--- config.mk ---
export PLATFORM = sky130hd
export DESIGN_NAME = ndsd_out_buf
export DESIGN_NICKNAME = d
export VERILOG_FILES = /design/src/rtl/core/nibble_delta_sample_decoder_top_assert.svh /design/src/rtl/core/ndsd_pkg.sv /design/src/rtl/core/ndsd_out_buf.sv
export SDC_FILE = /design/constraint.sdc
export NUM_CORES = 1
export LEC_CHECK = 0
export BUFFER_PORTS_ARGS = -buffer_cell sky130_fd_sc_hd__buf_4
export CORE_MARGIN = 2
export CORE_UTILIZATION = 45
export CTS_CLUSTER_SIZE = 20
export DETAILED_ROUTE_END_ITERATION = 8
export HOLD_SLACK_MARGIN = 0.03
export PLACE_DENSITY = 0.65
export SYNTH_ARGS = -nofsm -noshare
export SYNTH_HDL_FRONTEND = slang
export SYNTH_SLANG_ARGS = --single-unit
--- constraint.sdc ---
create_clock -name clk -period 2.3 [get_ports clk]
set_input_delay 0.115 -clock clk [delete_from_list [all_inputs] [get_ports clk]]
set_output_delay 0.115 -clock clk [all_outputs]
set_load 0.005 [all_outputs]
--- src/rtl/core/nibble_delta_sample_decoder_top_assert.svh ---
// ----------------------------------------------------------------------------
// nibble_delta_sample_decoder_top_assert.svh
// Assertion macros used by the decoder's parser.
// ----------------------------------------------------------------------------
`ifndef NIBBLE_DELTA_SAMPLE_DECODER_TOP_ASSERT_SVH
`define NIBBLE_DELTA_SAMPLE_DECODER_TOP_ASSERT_SVH

// same-cycle implication
`define NDSD_ASSERT_IMP(name, clk, rstn, ante, cons) \
    name: assert property (@(posedge clk) disable iff (!(rstn)) (ante) |-> (cons)) \
        else $error("ndsd assertion failed");

// next-cycle implication
`define NDSD_ASSERT_NXT(name, clk, rstn, ante, cons) \
    name: assert property (@(posedge clk) disable iff (!(rstn)) (ante) |=> (cons)) \
        else $error("ndsd assertion failed");

`endif

--- src/rtl/core/ndsd_pkg.sv ---
// ----------------------------------------------------------------------------
// ndsd_pkg
// Shared types, constants and code helpers of the nibble delta decoder.
// ----------------------------------------------------------------------------
package ndsd_pkg;

    localparam int MAX_CHANNELS_DEF = 256;
    localparam int NIB_DEPTH        = 8;
    localparam int QW               = 4 * NIB_DEPTH;
    localparam int QCW              = 4;
    localparam int OUT_DEPTH        = 4;
    localparam int CFG_IDX_W        = 2;
    localparam int CFG_DATA_W       = 9;

    localparam logic [1:0] ACT_DATA        = 2'd0;
    localparam logic [1:0] ACT_BLOCK_START = 2'd1;
    localparam logic [1:0] ACT_MAP_WRITE   = 2'd2;

    localparam logic [CFG_IDX_W-1:0] CFG_NUM_CHANNELS = 2'd0;
    localparam logic [CFG_IDX_W-1:0] CFG_REMAP_ENABLE = 2'd1;

    typedef struct packed {
        logic              valid;
        logic              absolute;
        logic              frame_end;
        logic              last;
        logic signed [31:0] delta;
    } code_t;

    typedef struct packed {
        logic [7:0]         pos;
        logic signed [31:0] value;
        logic               frame_end;
        logic               last;
    } result_t;

    typedef struct packed {
        logic clearing;
        logic s1_valid;
        logic s2_valid;
    } pipe_status_t;

    function automatic logic [2:0] code_len(input logic [3:0] head);
        logic [2:0] len;
        if (!head[3])
            len = 3'd1;
        else if (!head[2])
            len = 3'd2;
        else if (!head[1])
            len = 3'd3;
        else
            len = 3'd4;
        return len;
    endfunction

    function automatic logic [31:0] code_delta(input logic [QW-1:0] q, input logic [2:0] len);
        logic [31:0] d;
        case (len)
            3'd1:    d = {{29{q[2]}}, q[2:0]};
            3'd2:    d = {{26{q[1]}}, q[1:0], q[7:4]};
            3'd3:    d = {{23{q[0]}}, q[0], q[7:4], q[11:8]};
            default: d = {{20{q[7]}}, q[7:4], q[11:8], q[15:12]};
        endcase
        return d;
    endfunction

endpackage

--- src/rtl/core/ndsd_out_buf.sv ---
// ----------------------------------------------------------------------------
// ndsd_out_buf
// Small result queue between the accumulator pipeline and the output port.
// ----------------------------------------------------------------------------
module ndsd_out_buf (
    input  logic                                     clk,
    input  logic                                     rst_n,
    input  logic                                     push,
    input  ndsd_pkg::result_t                        push_data,
    input  logic                                     pop,
    output logic                                     head_valid,
    output ndsd_pkg::result_t                        head,
    output logic [$clog2(ndsd_pkg::OUT_DEPTH+1)-1:0] count
);

    import ndsd_pkg::*;

    localparam int PW = $clog2(OUT_DEPTH);
    localparam int CW = $clog2(OUT_DEPTH + 1);

    result_t        mem [OUT_DEPTH];
    logic [PW-1:0]  wr_ptr_reg, wr_ptr_next;
    logic [PW-1:0]  rd_ptr_reg, rd_ptr_next;
    logic [CW-1:0]  cnt_reg, cnt_next;

    always_comb
    begin
        wr_ptr_next = push ? wr_ptr_reg + PW'(1) : wr_ptr_reg;
        rd_ptr_next = pop ? rd_ptr_reg + PW'(1) : rd_ptr_reg;
        cnt_next    = cnt_reg + CW'(push) - CW'(pop);
        head_valid  = (cnt_reg != '0);
        head        = mem[rd_ptr_reg];
        count       = cnt_reg;
    end

    always_ff @(posedge clk or negedge rst_n)
    begin
        if (!rst_n)
        begin
            wr_ptr_reg <= '0;
            rd_ptr_reg <= '0;
            cnt_reg    <= '0;
        end
        else
        begin
            wr_ptr_reg <= wr_ptr_next;
            rd_ptr_reg <= rd_ptr_next;
            cnt_reg    <= cnt_next;
        end
    end

    always_ff @(posedge clk)
    begin
        if (push)
        begin
            mem[wr_ptr_reg] <= push_data;
        end
    end

endmodule

Word level (Yosys, flattened, before mapping)
Memory sizes are Yosys's and may differ from the RTL's.
Cells that the tools add are included.
{ "word_totals": {"reg_bits": 7, "ram_bits": 168, "out_inout_bits": 46, "word_cells": 11, "mem_count": 1} }
{ "op_classes": {"addsub": 4, "n_mux": 2, "n_reduce_logical": 1} }
{ "memory_table": {"columns": ["name", "depth", "word_bits", "read_ports", "rd_ports_with_merged_regs", "wr", "line", "rtl"], "rows": [
  ["mem", 4, 42, 1, 0, 1, "ndsd_out_buf.sv:21", "result_t mem [OUT_DEPTH];"]
]} }
{ "op_table": {"columns": ["op", "count"], "rows": [
  ["adder 2 x 1 -> 2 bit (second input constant)", 2],
  ["adder 3 x 1 -> 3 bit", 1],
  ["nonzero test 3 bit", 1],
  ["subtractor 3 x 1 -> 3 bit", 1],
  ["two-way mux 1 bit", 2]
]} }

Depth between registers and ports, before layout
{ "logic_depth": {"ltp_word": 2, "mapped_depth": 7} }

Worst setup path after synthesis
No wires, ideal clock.
{ "synth_path": {"path_type": "flip-flop to flip-flop", "startpoint": "register wr_ptr_reg[0]", "endpoint": "memory mem[0][0] (netlist name) (enable)", "arrival_ns": 1.634, "required_ns": 1.897, "setup_slack_ns": 0.263, "stages_incl_launch_ff": 4, "n_path_buf": 0, "synth_period_minus_slack_ns": 2.037, "path_cell_list": "dfrtp_1 > inv_1 > ha_1 > and2_1"} }
{ "synth_lines": {"columns": ["item", "line", "rtl"], "rows": [
  ["start, declared", "ndsd_out_buf.sv:22", "logic [PW-1:0] wr_ptr_reg, wr_ptr_next;"],
  ["start signal, assigned", "ndsd_out_buf.sv:46", "wr_ptr_reg <= wr_ptr_next;"],
  ["end, declared", "ndsd_out_buf.sv:21", null]
]} }
Straight into the memory's write port.

==> impl_metrics.ini <==
[worst_setup_path]
crit_fanout = 21
cp.depth = 3
worstSetupStartpoint = rd_ptr_reg[0]$_DFFE_PN0P_
timing.rr.start = count[0]$_DFF_PN0_
r2r_slack_ns = 0.62
worstPathCellList = buf_4 -> mux4_2 -> buf_4
cpMostUsedCell = buf_4
crit_path_top_delay_cell = dfrtp_4
cp_num_buf_inv = 2
setup.worst_path.end_class = primary output
cp_top_family = flip-flops
cp.required_ns = 2.18
r2r_cells = 7
path_class = flip-flop to primary output
start_kind = flip-flop
crit_arrival_ns = 2.07
max_stage_delay_ns = 0.69

[sta]
max_clock_freq_mhz = 458
fin_crit_ns = 2.18
fin_skew_ns = 0.00872
rsz0062_at_grt = false
holdWs_ns = 0.434
final.period_utilization_pct = 94.8
slew_headroom_pct = 70.6
worst_pin_slew_ns = 0.441
fin_ws_ns = 0.119
finalHoldViolCount = 0
setup_viol = 0
fin_tns_setup_ns = 0
slew_violations = 0

[finish]
syn_to_final_growth_pct = 30.6
drive_gt1_share_pct = 41.5
largest_register_ffs = 168
fin_area_sq_mm = 0.00849
fillers = 1038
nets = 466
finalCoreUtilization_pct = 60.7
top_register = mem

[clocking]
clk_latency_ns = 0.42
cts_tree = yes
cts_sinks = 175
h-tree-depth = 4
cts-root-buf = clkbuf_16
cts_buffers = 17
cts_buffer_depth = 2
cts_resized = 0
clk_pin_slew_ns = 0.06

[grt]
grt_max_degree = 32
grt_pass1_vias = 3307
grt_pass1_wl_microns = 17700
grt_overflow = 0
grt_antenna_before_repair = 1
track_usage_pct = 15.4

[floorplan]
start_util_pct = 46.5
std_cell_rows = 43
die_h_microns = 124
die_w_microns = 124
pin_count = 92
core_sq_mm = 0.0140
die-area_sq_mm = 0.0154

[drt]
vias = 3070
drt.antenna.violating_nets = 0
drt_iter0_drc = 181
via_per_inst = 5.06
remaining_drc_errors = 0
wl_microns = 11300
wl_per_cell_microns = 18.6
drtPass1Iterations = 5

[logic_synthesis]
synth_seq_cells = 175
ys_types = 16
syn_area_sq_mm = 0.00650
synth_seq_area_share_pct = 80.3
synth_nets = 306
avgSynthCellArea_sq_um = 25.7
yosysWarnings = 0
syn-instance-count = 253

[job]
maxCapViolations = 0

[power]
p_leak_nw = 3.01
ir_drop_mv = 0.559
p_per_area_mw_per_mm2 = 1200

[placement]
place_area_sq_mm = 0.00743
hpwlAfterDp_microns = 7080
post-place-ws_ns = 0.507
routabilityCongestion = 0.697
io_buffers = 91

[worst_hold_path]
worstHoldPathType = input pin to flip-flop
whs_path_depth = 2
hold_start = push_data[34]

[run_status]
status = finished, final reports clean
## layout by cell type, fill, tap and decap left out, drive strengths merged, types with 3 or more instances in the layout
master,n
mux4,42
inv,6
clkinv,3
clkinvlp,4
xnor2,3
and2,4
bufinv,3
ha,6
buf,105
dfrtp,7
dlygate4sd3,46
clkbuf,22
edfxtp,168
## where the power goes
| group | total (mW) | internal [mW] | switching [mW] | leakage, nW |
|---|---|---|---|---|
| Sequential | 4.46 | 4.19 | 0.277 | 1.62 |
| Combinational | 2.91 | 1.69 | 1.21 | 1.11 |
| Clock | 2.84 | 1.73 | 1.11 | 0.276 |
| Total | 10.2 | 7.61 | 2.60 | 3.01 |
## synthesized netlist by cell type (all sizes together)
library cell,instances,area (sq um)
and2,4,25.0
buf,10,116
dfrtp,7,175
edfxtp,168,5040
fa,1,20.0
ha,6,75.1
inv,6,22.5
mux4,42,961
nand2,2,7.51
o21ai,1,5.00
or3,1,6.26
xnor2,3,26.3
xor2,2,17.5
## worst reg2reg max path, cell delays in order, from the launching register on
cell and delay, ns:
dfrtp_1 0.36, inv_1 0.05, ha_1 0.26, inv_1 0.04
ha_1 0.19, fa_1 0.38, xnor2_1 0.18, xnor2_1 0.14
## metal layers
layer | global-route usage, % | vias to the layer above | part of all wire, %
met3 | 4.73 | 13 | 4.5
met4 | 6.74 | 0 | 1.6
met1 | 19.2 | 1590 | 44
met2 | 24.9 | 80 | 50
li1 | - | 1387 | -
met5 | 0 | - | 0
## final cells by class
| class | count | area (sq um) | area share (%) |
|---|---|---|---|
| sequential | 175 | 5230 | 61.5 |
| multi-input combinational | 62 | 1150 | 13.5 |
| tap | 180 | 225 | 2.65 |
| antenna | 1 | 2.50 | 0.0295 |
| clock buffer | 22 | 454 | 5.35 |
| inverter | 6 | 22.5 | 0.265 |
| timing repair buffer | 151 | 1270 | 15.0 |
| clock inverter | 10 | 139 | 1.64 |
## cell families (layout without fill, tap and decap cells)
kind of cell               Yosys count  in the layout  share of synthesized area (%)
adders and majority gates            7              7                           1.46
DFF                                175            175                           80.3
muxes                               42             42                           14.8
other                                0              1                              0
xor gates and xnor gates             5              5                          0.674
and+or+nand+nor                      7              7                          0.597
AOI/OAI and AO/OA                    1              1                         0.0769
buffers and inverters               16            189                           2.14
## final timing paths
check,endpoint
setup / recovery,head[11]
hold / removal,mem[0][34]$_DFFE_PP_
setup reg to reg,count[2]$_DFF_PN0_
hold reg to reg,wr_ptr_reg[0]$_DFFE_PN0P_
max in group asynchronous,rd_ptr_reg[0]$_DFFE_PN0P_
min in group asynchronous,count[0]$_DFF_PN0_
## per-stage QoR
| stage | total power [mW] | instances |
|---|---|---|
| finish | 10.2 | 607 |
| global route | 10.7 | 607 |
| CTS | 10.4 | 605 |
| detailed placement | 7.48 | 528 |
| global placement | 7.40 | 528 |
| floorplan | 6.16 | 253 |
## what timing repair did
item	4_1_cts	5_1_grt
hold buffers	45	1
endpoints found under the setup margin	0	0
setup buffers	0	0
hold endpoints to repair	180	4
No activity file was read; power rests on OpenSTA's default activity.
