===== config.mk =====
export PLATFORM = sky130hd
export DESIGN_NAME = ndsd_parser
export DESIGN_NICKNAME = d
export VERILOG_FILES = /design/src/rtl/core/ndsd_pkg.sv /design/src/rtl/core/ndsd_parser.sv
export VERILOG_INCLUDE_DIRS = /design/src /design/src/rtl/core
export SDC_FILE = /design/constraint.sdc
export NUM_CORES = 1
export LEC_CHECK = 0
export BUFFER_PORTS_ARGS = -buffer_cell sky130_fd_sc_hd__clkbuf_2
export CELL_PAD_IN_SITES_DETAIL_PLACEMENT = 2
export CELL_PAD_IN_SITES_GLOBAL_PLACEMENT = 2
export CORE_MARGIN = 2
export CORE_UTILIZATION = 31
export DETAILED_ROUTE_END_ITERATION = 7
export PLACE_DENSITY = 0.84
export REMOVE_ABC_BUFFERS = 1
export SYNTH_ARGS = -nofsm -noshare
export SYNTH_HDL_FRONTEND = slang
export SYNTH_SLANG_ARGS = --single-unit

===== constraint.sdc =====
create_clock -name clk -period 3.5 [get_ports clk]
set_input_delay 0.7 -clock clk [delete_from_list [all_inputs] [get_ports clk]]
set_output_delay 0.7 -clock clk [all_outputs]
set_load 0.05 [all_outputs]

===== src/rtl/core/nibble_delta_sample_decoder_top_assert.svh =====
// ----------------------------------------------------------------------------
// nibble_delta_sample_decoder_top_assert.svh
// Assertion macros used by the decoder's parser.
// ----------------------------------------------------------------------------
`ifndef NIBBLE_DELTA_SAMPLE_DECODER_TOP_ASSERT_SVH
`define NIBBLE_DELTA_SAMPLE_DECODER_TOP_ASSERT_SVH

// same-cycle implication
`define NDSD_ASSERT_IMP(name, clk, rstn, ante, cons) \
    name: assert property (@(posedge clk) disable iff (!(rstn)) (ante) |-> (cons)) \
        else $error("ndsd assertion failed");

// next-cycle implication
`define NDSD_ASSERT_NXT(name, clk, rstn, ante, cons) \
    name: assert property (@(posedge clk) disable iff (!(rstn)) (ante) |=> (cons)) \
        else $error("ndsd assertion failed");

`endif


===== src/rtl/core/ndsd_pkg.sv =====
// ----------------------------------------------------------------------------
// ndsd_pkg
// Shared types, constants and code helpers of the nibble delta decoder.
// ----------------------------------------------------------------------------
package ndsd_pkg;

    localparam int MAX_CHANNELS_DEF = 256;
    localparam int NIB_DEPTH        = 8;
    localparam int QW               = 4 * NIB_DEPTH;
    localparam int QCW              = 4;
    localparam int OUT_DEPTH        = 4;
    localparam int CFG_IDX_W        = 2;
    localparam int CFG_DATA_W       = 9;

    localparam logic [1:0] ACT_DATA        = 2'd0;
    localparam logic [1:0] ACT_BLOCK_START = 2'd1;
    localparam logic [1:0] ACT_MAP_WRITE   = 2'd2;

    localparam logic [CFG_IDX_W-1:0] CFG_NUM_CHANNELS = 2'd0;
    localparam logic [CFG_IDX_W-1:0] CFG_REMAP_ENABLE = 2'd1;

    typedef struct packed {
        logic              valid;
        logic              absolute;
        logic              frame_end;
        logic              last;
        logic signed [31:0] delta;
    } code_t;

    typedef struct packed {
        logic [7:0]         pos;
        logic signed [31:0] value;
        logic               frame_end;
        logic               last;
    } result_t;

    typedef struct packed {
        logic clearing;
        logic s1_valid;
        logic s2_valid;
    } pipe_status_t;

    function automatic logic [2:0] code_len(input logic [3:0] head);
        logic [2:0] len;
        if (!head[3])
            len = 3'd1;
        else if (!head[2])
            len = 3'd2;
        else if (!head[1])
            len = 3'd3;
        else
            len = 3'd4;
        return len;
    endfunction

    function automatic logic [31:0] code_delta(input logic [QW-1:0] q, input logic [2:0] len);
        logic [31:0] d;
        case (len)
            3'd1:    d = {{29{q[2]}}, q[2:0]};
            3'd2:    d = {{26{q[1]}}, q[1:0], q[7:4]};
            3'd3:    d = {{23{q[0]}}, q[0], q[7:4], q[11:8]};
            default: d = {{20{q[7]}}, q[7:4], q[11:8], q[15:12]};
        endcase
        return d;
    endfunction

endpackage


===== src/rtl/core/ndsd_parser.sv =====
// ----------------------------------------------------------------------------
// ndsd_parser
// Nibble queue, code sequencer and channel counter; issues one code a cycle while credit allows.
// ----------------------------------------------------------------------------
`include "nibble_delta_sample_decoder_top_assert.svh"

module ndsd_parser #(
    parameter int  MAX_CHANNELS = ndsd_pkg::MAX_CHANNELS_DEF,
    localparam int CH_W = (MAX_CHANNELS > 1) ? $clog2(MAX_CHANNELS) : 1
) (
    input  logic                               clk,
    input  logic                               rst_n,
    input  logic                               take,
    input  logic [1:0]                         action,
    input  logic [15:0]                        data_word,
    input  logic [ndsd_pkg::CFG_DATA_W-1:0]    num_channels,
    input  logic                               credit,
    output logic                               can_take,
    output ndsd_pkg::code_t                    code,
    output logic [CH_W-1:0]                    ch
);

    import ndsd_pkg::*;

    localparam int NW = $clog2(MAX_CHANNELS + 1);
    localparam int EW = (NW > CFG_DATA_W) ? NW : CFG_DATA_W;

    logic [QW-1:0]   q_reg, q_next;
    logic [QCW-1:0]  q_cnt_reg, q_cnt_next;
    logic            active_reg, active_next;
    logic [1:0]      code_idx_reg, code_idx_next;
    logic [CH_W-1:0] ch_cnt_reg, ch_cnt_next;

    logic [2:0]      len, len_nx;
    logic            has_code, issue, more, done;
    logic [QW-1:0]   q_sh, base_q;
    logic [QCW-1:0]  cnt_sh, base_cnt, cnt_sum;
    logic [15:0]     w_vec;
    logic [EW-1:0]   n_eff, num_ext, ch_ext, ch_plus;
    logic [CH_W-1:0] ch_eff;

    always_comb
    begin
        num_ext = EW'(num_channels);
        if (num_ext == '0)
            n_eff = EW'(1);
        else if (num_ext > EW'(MAX_CHANNELS))
            n_eff = EW'(MAX_CHANNELS);
        else
            n_eff = num_ext;

        ch_eff  = (EW'(ch_cnt_reg) >= n_eff) ? '0 : ch_cnt_reg;
        ch_ext  = EW'(ch_eff);
        ch_plus = ch_ext + EW'(1);
    end

    always_comb
    begin
        len      = code_len(q_reg[3:0]);
        has_code = (q_cnt_reg != '0) && (q_cnt_reg >= QCW'(len));
        q_sh     = q_reg >> {len, 2'b00};
        cnt_sh   = q_cnt_reg - QCW'(len);
        len_nx   = code_len(q_sh[3:0]);
        more     = (cnt_sh != '0) && (cnt_sh >= QCW'(len_nx)) && (code_idx_reg != 2'd3);

        issue    = active_reg && has_code && credit;
        done     = active_reg && (!has_code || (issue && !more));
        can_take = !active_reg || done;

        code.valid     = issue;
        code.absolute  = (len == 3'd4);
        code.frame_end = (ch_plus == n_eff);
        code.last      = !more;
        code.delta     = code_delta(q_reg, len);
        ch             = ch_eff;
    end

    always_comb
    begin
        base_q   = issue ? q_sh : q_reg;
        base_cnt = issue ? cnt_sh : q_cnt_reg;
        w_vec    = {data_word[3:0], data_word[7:4], data_word[11:8], data_word[15:12]};
        cnt_sum  = base_cnt + QCW'(4);

        q_next        = base_q;
        q_cnt_next    = base_cnt;
        active_next   = active_reg && !done;
        code_idx_next = issue ? code_idx_reg + 2'd1 : code_idx_reg;
        ch_cnt_next   = ch_cnt_reg;

        if (issue)
        begin
            ch_cnt_next = (ch_plus >= n_eff) ? '0 : ch_plus[CH_W-1:0];
        end

        if (take)
        begin
            case (action)
                ACT_DATA:
                begin
                    q_next        = base_q | (QW'(w_vec) << {base_cnt, 2'b00});
                    q_cnt_next    = (cnt_sum > QCW'(NIB_DEPTH)) ? QCW'(NIB_DEPTH) : cnt_sum;
                    active_next   = 1'b1;
                    code_idx_next = '0;
                end
                ACT_BLOCK_START:
                begin
                    q_next      = '0;
                    q_cnt_next  = '0;
                    ch_cnt_next = '0;
                end
                default:
                begin
                end
            endcase
        end
    end

    always_ff @(posedge clk or negedge rst_n)
    begin
        if (!rst_n)
        begin
            q_reg        <= '0;
            q_cnt_reg    <= '0;
            active_reg   <= 1'b0;
            code_idx_reg <= '0;
            ch_cnt_reg   <= '0;
        end
        else
        begin
            q_reg        <= q_next;
            q_cnt_reg    <= q_cnt_next;
            active_reg   <= active_next;
            code_idx_reg <= code_idx_next;
            ch_cnt_reg   <= ch_cnt_next;
        end
    end

    `NDSD_ASSERT_IMP(a_fourth_code_last, clk, rst_n, issue && (code_idx_reg == 2'd3), code.last)
    `NDSD_ASSERT_IMP(a_take_only_when_done, clk, rst_n, take && active_reg, done)
    `NDSD_ASSERT_NXT(a_data_starts_decode, clk, rst_n, take && (action == ACT_DATA), active_reg)
    `NDSD_ASSERT_IMP(a_empty_only_first, clk, rst_n, active_reg && !has_code, code_idx_reg == 2'd0)

endmodule


# Yosys cells after proc, flatten, opt, wreduce, memory -nomap -nowiden
# Cells that the tools add are included.
# Widths: inputs -> output; s select.
# word_totals
ff_bits	47
in_bits	31
output_inout_bits	45
word_cells	69
# op_classes
n_addsub	4
order_cmp	6
eq_ne	7
shifts	2
muxes	26
n_bitwise	1
n_reduce_logical	18
# ops
operator	count
$pmux 32 s3	1
$mux 32	2
$pmux 32 s2	1
$mux 8	5
$or 32x32->32	1
$shl 16x6->32	1
$shr 32x5->32	1
$mux 3	6
$mux 9	2
$mux 4	3
$add 8x1->9 const B	1
$eq 9x9->1	1
$ge 8x9->1	1
$ge 9x9->1	1
$gt 9x9->1 const B	1
$logic_not 9->1	1
$ge 4x3->1	2
$logic_and 1x1->1	8
$pmux 4 s2	1
$reduce_bool 4->1	2
$eq 3x2->1 const B	2
$mux 2	3
$add 4x3->4 const B	1
$gt 4x4->1 const B	1
other kinds (10)	15

# Longest topological paths before layout
# depth
word_depth	18
depth_mapped	18
mapped_depth_nobuf	16

# Worst setup path before layout
# OpenSTA, ideal clock, no wires.
# synth_path
kind	in2out
from	input num_channels[6] (netlist bit)
to	output code[33] (netlist bit)
arrival_ps	4284
t_required_ps	2800
path_slack_ps	-1484
cell_stages	13
path_buffers	1
path_cell_list	nor4_1 a21oi_1 nor2_1 ha_1 nand2b_1 a211oi_1 o21ai_0 and2_1 clkbuf_1 nor2_1 ha_1 nand3_1 nor3_1
# synth_lines
element	line_no	rtl
from (decl)	ndsd_parser.sv:16	input logic [ndsd_pkg::CFG_DATA_W-1:0] num_channels,
to (decl)	ndsd_parser.sv:19	output ndsd_pkg::code_t code,

==> metrics.cfg <==
[global_routing]
grt_pass1_vias = 5979
grt_pass1_wl_um = 34180
grt-ovfl-total = 0
grt.total_usage_pct = 26.55
grt_max_degree = 31
antenna_found_initial = 0

[timing]
tns_ns = -1.954
fin_crit_sh_pct = 109.4
fin_crit_ns = 3.831
slew_headroom_pct = 52.90
tightest_slew_ns = 0.7065
rsz0062_at_grt = yes
fmax_mhz = 261.1
finalHoldViolations = 0
finalSetupViolations = 11
setup_slack_ns = -0.3306
finClkSkew_ns = 0.01244
drv_slew = 0

[placed_design]
dp_slack_ns = -0.8522
port_buffers = 75
gp_congestion = 0.8848
hpwlAfterDp_um = 15360

[pwr]
leakagePower_nw = 2.905
vdd_ir_drop_max_v = 0.0005525
powerDensity_mw_per_mm2 = 1124
p_total_w = 0.007477

[worst_setup_path]
crit_path_end_kind = output pin
cp_cell_sequence = buf_6, nor4_4, a21oi_2, nor2_2, ha_1, nand2b_4, a211oi_4, o21ai_2, and2_4, buf_6, nor2_1, ha_1, nand3_1, nor3_2, buf_6
cp-start-kind = input port
cpMostUsedCell = buf_6
critPathRequiredTime_ns = 2.80
slowest_delay_ns = 0.27
cp_slowest_cell = nor4_4
cp.arrival_ns = 3.13
criticalPathCategory = input port to output pin
cp_max_fo = 7

[clock_tree]
cts_buffers = 5
htreeDepth = 2
cts-root-buf = clkbuf_16
cts.path.max_buffers = 2
clkSlewWorstSetupHoldPaths_ns = 0.08
cts_tree = yes
cts_sinks = 47
clk_latency_ns = 0.31

[logic_synthesis]
synthTopCellsByArea = dfrtp_1, mux2i_1, ha_1, a21oi_1, a211oi_1
syn_avg_cell_area_um2 = 8.338
syn_area_mm2 = 0.004811
synth_edf_count = 0
syn-instance-count = 577
synth.distinct_cells = 73
async_flop_share_pct = 100.0
ys.flop_type = dfrtp_1
yosys.area.top_type = dfrtp_1
ys_warn_count = 0
synth_seq_cells = 47
yosysSeqAreaShare_pct = 24.45
yosysTopAreaCellShare_pct = 24.45

[cells_and_area]
multi_input_area_mm2 = 0.003617
area_growth_syn_to_layout_pct = 38.21
regArea_mm2 = 0.001179
num-fill-cells = 1664
drive_above_1_share_pct = 39.24
largest_reg_flops = 32
fin_nets = 762
n_antenna_cell = 0

[detailed_routing]
drt-initial-drc-count = 252
drtPass1Iterations = 5
wl_per_cell_um = 24.72
vias_per_cell = 6.062
drcViolationCount = 0
ant_nets = 0
vias = 5419
wirelength_um = 22100

[floorplanning]
num_rows = 45
start_util_pct = 31.65
die_w_um = 128.6
die-area_mm2 = 0.01653
ios = 76
die_h_um = 128.6
design.core.area_mm2 = 0.01520

[hold_path]
hold_class = input port to asynchronous set/reset pin

[status]
status = finished, violations left
violations = setup timing

[flow_run]
cap_violations = 0

critical path: cells and delay by family:
family                   cells  cell delay [ns]
AND/OR/NAND/NOR              7             1.18
adder cells (fa/ha/maj)      2             0.45
buffers and inverters        3             0.42
AO/OA/AOI/OAI                3             0.37
placed cells by master, fill, tap and decap left out, types with 4 or more instances in the layout:
cell type  instances
nand4_1            6
o211ai_1           5
a31oi_1           11
nor2b_1           11
o21ai_0           25
mux2_2             5
buf_12            11
buf_6             16
a22o_1             8
nor4_4             4
inv_1              9
dfrtp_1           45
nand2_1           40
nand2b_1           8
nor2_1            38
nor2_2             5
buf_4             92
clkbuf_16          5
nand3_1           12
a21oi_1           40
a221o_1            4
nand2b_4           4
ha_1              21
o22ai_1           13
clkbuf_2          61
xor2_1             4
o21ai_2            5
nor3_1             5
o2bb2ai_1          8
mux2i_1           36
a211oi_1          19
a221oi_1           5
nor3_2             4
a21o_1            12
nand3b_1           7
cells by family (layout without fill, tap and decap cells):
logic type      after synthesis  after routing  share of synthesized area, %
compound gates              201            201                         29.23
simple gates                176            176                         19.56
fa+ha+maj                    26             26                         6.918
buf+inv                      75            204                         8.400
xor+xnor                      6              6                         1.092
mux                          46             46                         10.35
flops                        47             47                         24.45
layer usage:
layer | global-route usage [%] | wire length, um
met5 | 0 | 0
met4 | 10.42 | 943
met3 | 3.326 | 804
met2 | 48.81 | 11540
met1 | 31.41 | 8811
Yosys cell counts (all sizes together), types with 4 or more instances:
master,n
buf,38
nor2b,14
o22ai,16
o211ai,6
nor4,7
clkbuf,21
nand2b,12
nand2,43
mux2i,37
dfrtp,47
and2,4
a21o,12
a22oi,4
o21ai,32
inv,14
a21oi,44
o41ai,4
a221oi,5
a211oi,23
a31oi,11
o2bb2ai,8
a21boi,4
nand3b,7
a221o,4
nand3,13
nor3,9
nor2,44
a22o,8
or2,5
ha,25
xor2,4
or3,5
mux2,7
nand4,6
final timing paths:
kind | start | end | slack (ns) | cells after the start
max | num_channels[6] | code[33] | -0.33 | 15
min | rst_n | q_reg[6] | 0.42 | 1
max reg2reg | ch_cnt_reg[7] | ch_cnt_reg[0] | 0.06 | 15
min reg2reg | code_idx_reg[1] | code_idx_reg[1] | 0.54 | 2
max in group asynchronous | rst_n | q_reg[2] | 2.20 | 2
min in group clk | code_idx_reg[1] | code_idx_reg[1] | 0.54 | 2
what timing repair did:
item | CTS | global route
gates cloned | 1 | 0
endpoints found under the setup margin | 21 | 51
endpoints found under the hold margin | 0 | 0
gates resized for setup | 76 | 35
hold buffers | 0 | 0
setup buffers | 20 | 5
pin swaps | 32 | 20
stage by stage:
stage / cells / utilization (%) / hold slack, ns / area, um2
after floorplan: 518 / - / 0.4044 / 4467
after global placement: 864 / 38.49 / 0.5162 / 5851
after detailed placement: 864 / 38.49 / 0.5346 / 5851
after CTS: 893 / 42.62 / 0.4445 / 6479
after global routing: 894 / 43.74 / 0.4604 / 6649
final: 894 / 43.74 / 0.4155 / 6649
where the power goes:
part           total, W  internal [W]  switching [W]  leakage [nW]
Sequential      0.00107      0.000748       0.000326         0.613
Combinational   0.00587       0.00227        0.00360          2.22
Clock          0.000534      0.000288       0.000247        0.0741
cell type report:
cell class | instances | area share [%]
clock buffer | 7 | 2.145
tap | 188 | 3.538
multi-input combinational | 455 | 54.40
timing repair buffer | 180 | 21.00
inverter | 16 | 1.054
clock inverter | 1 | 0.1317
sequential | 47 | 17.73
(Power assumes the default switching activity.)
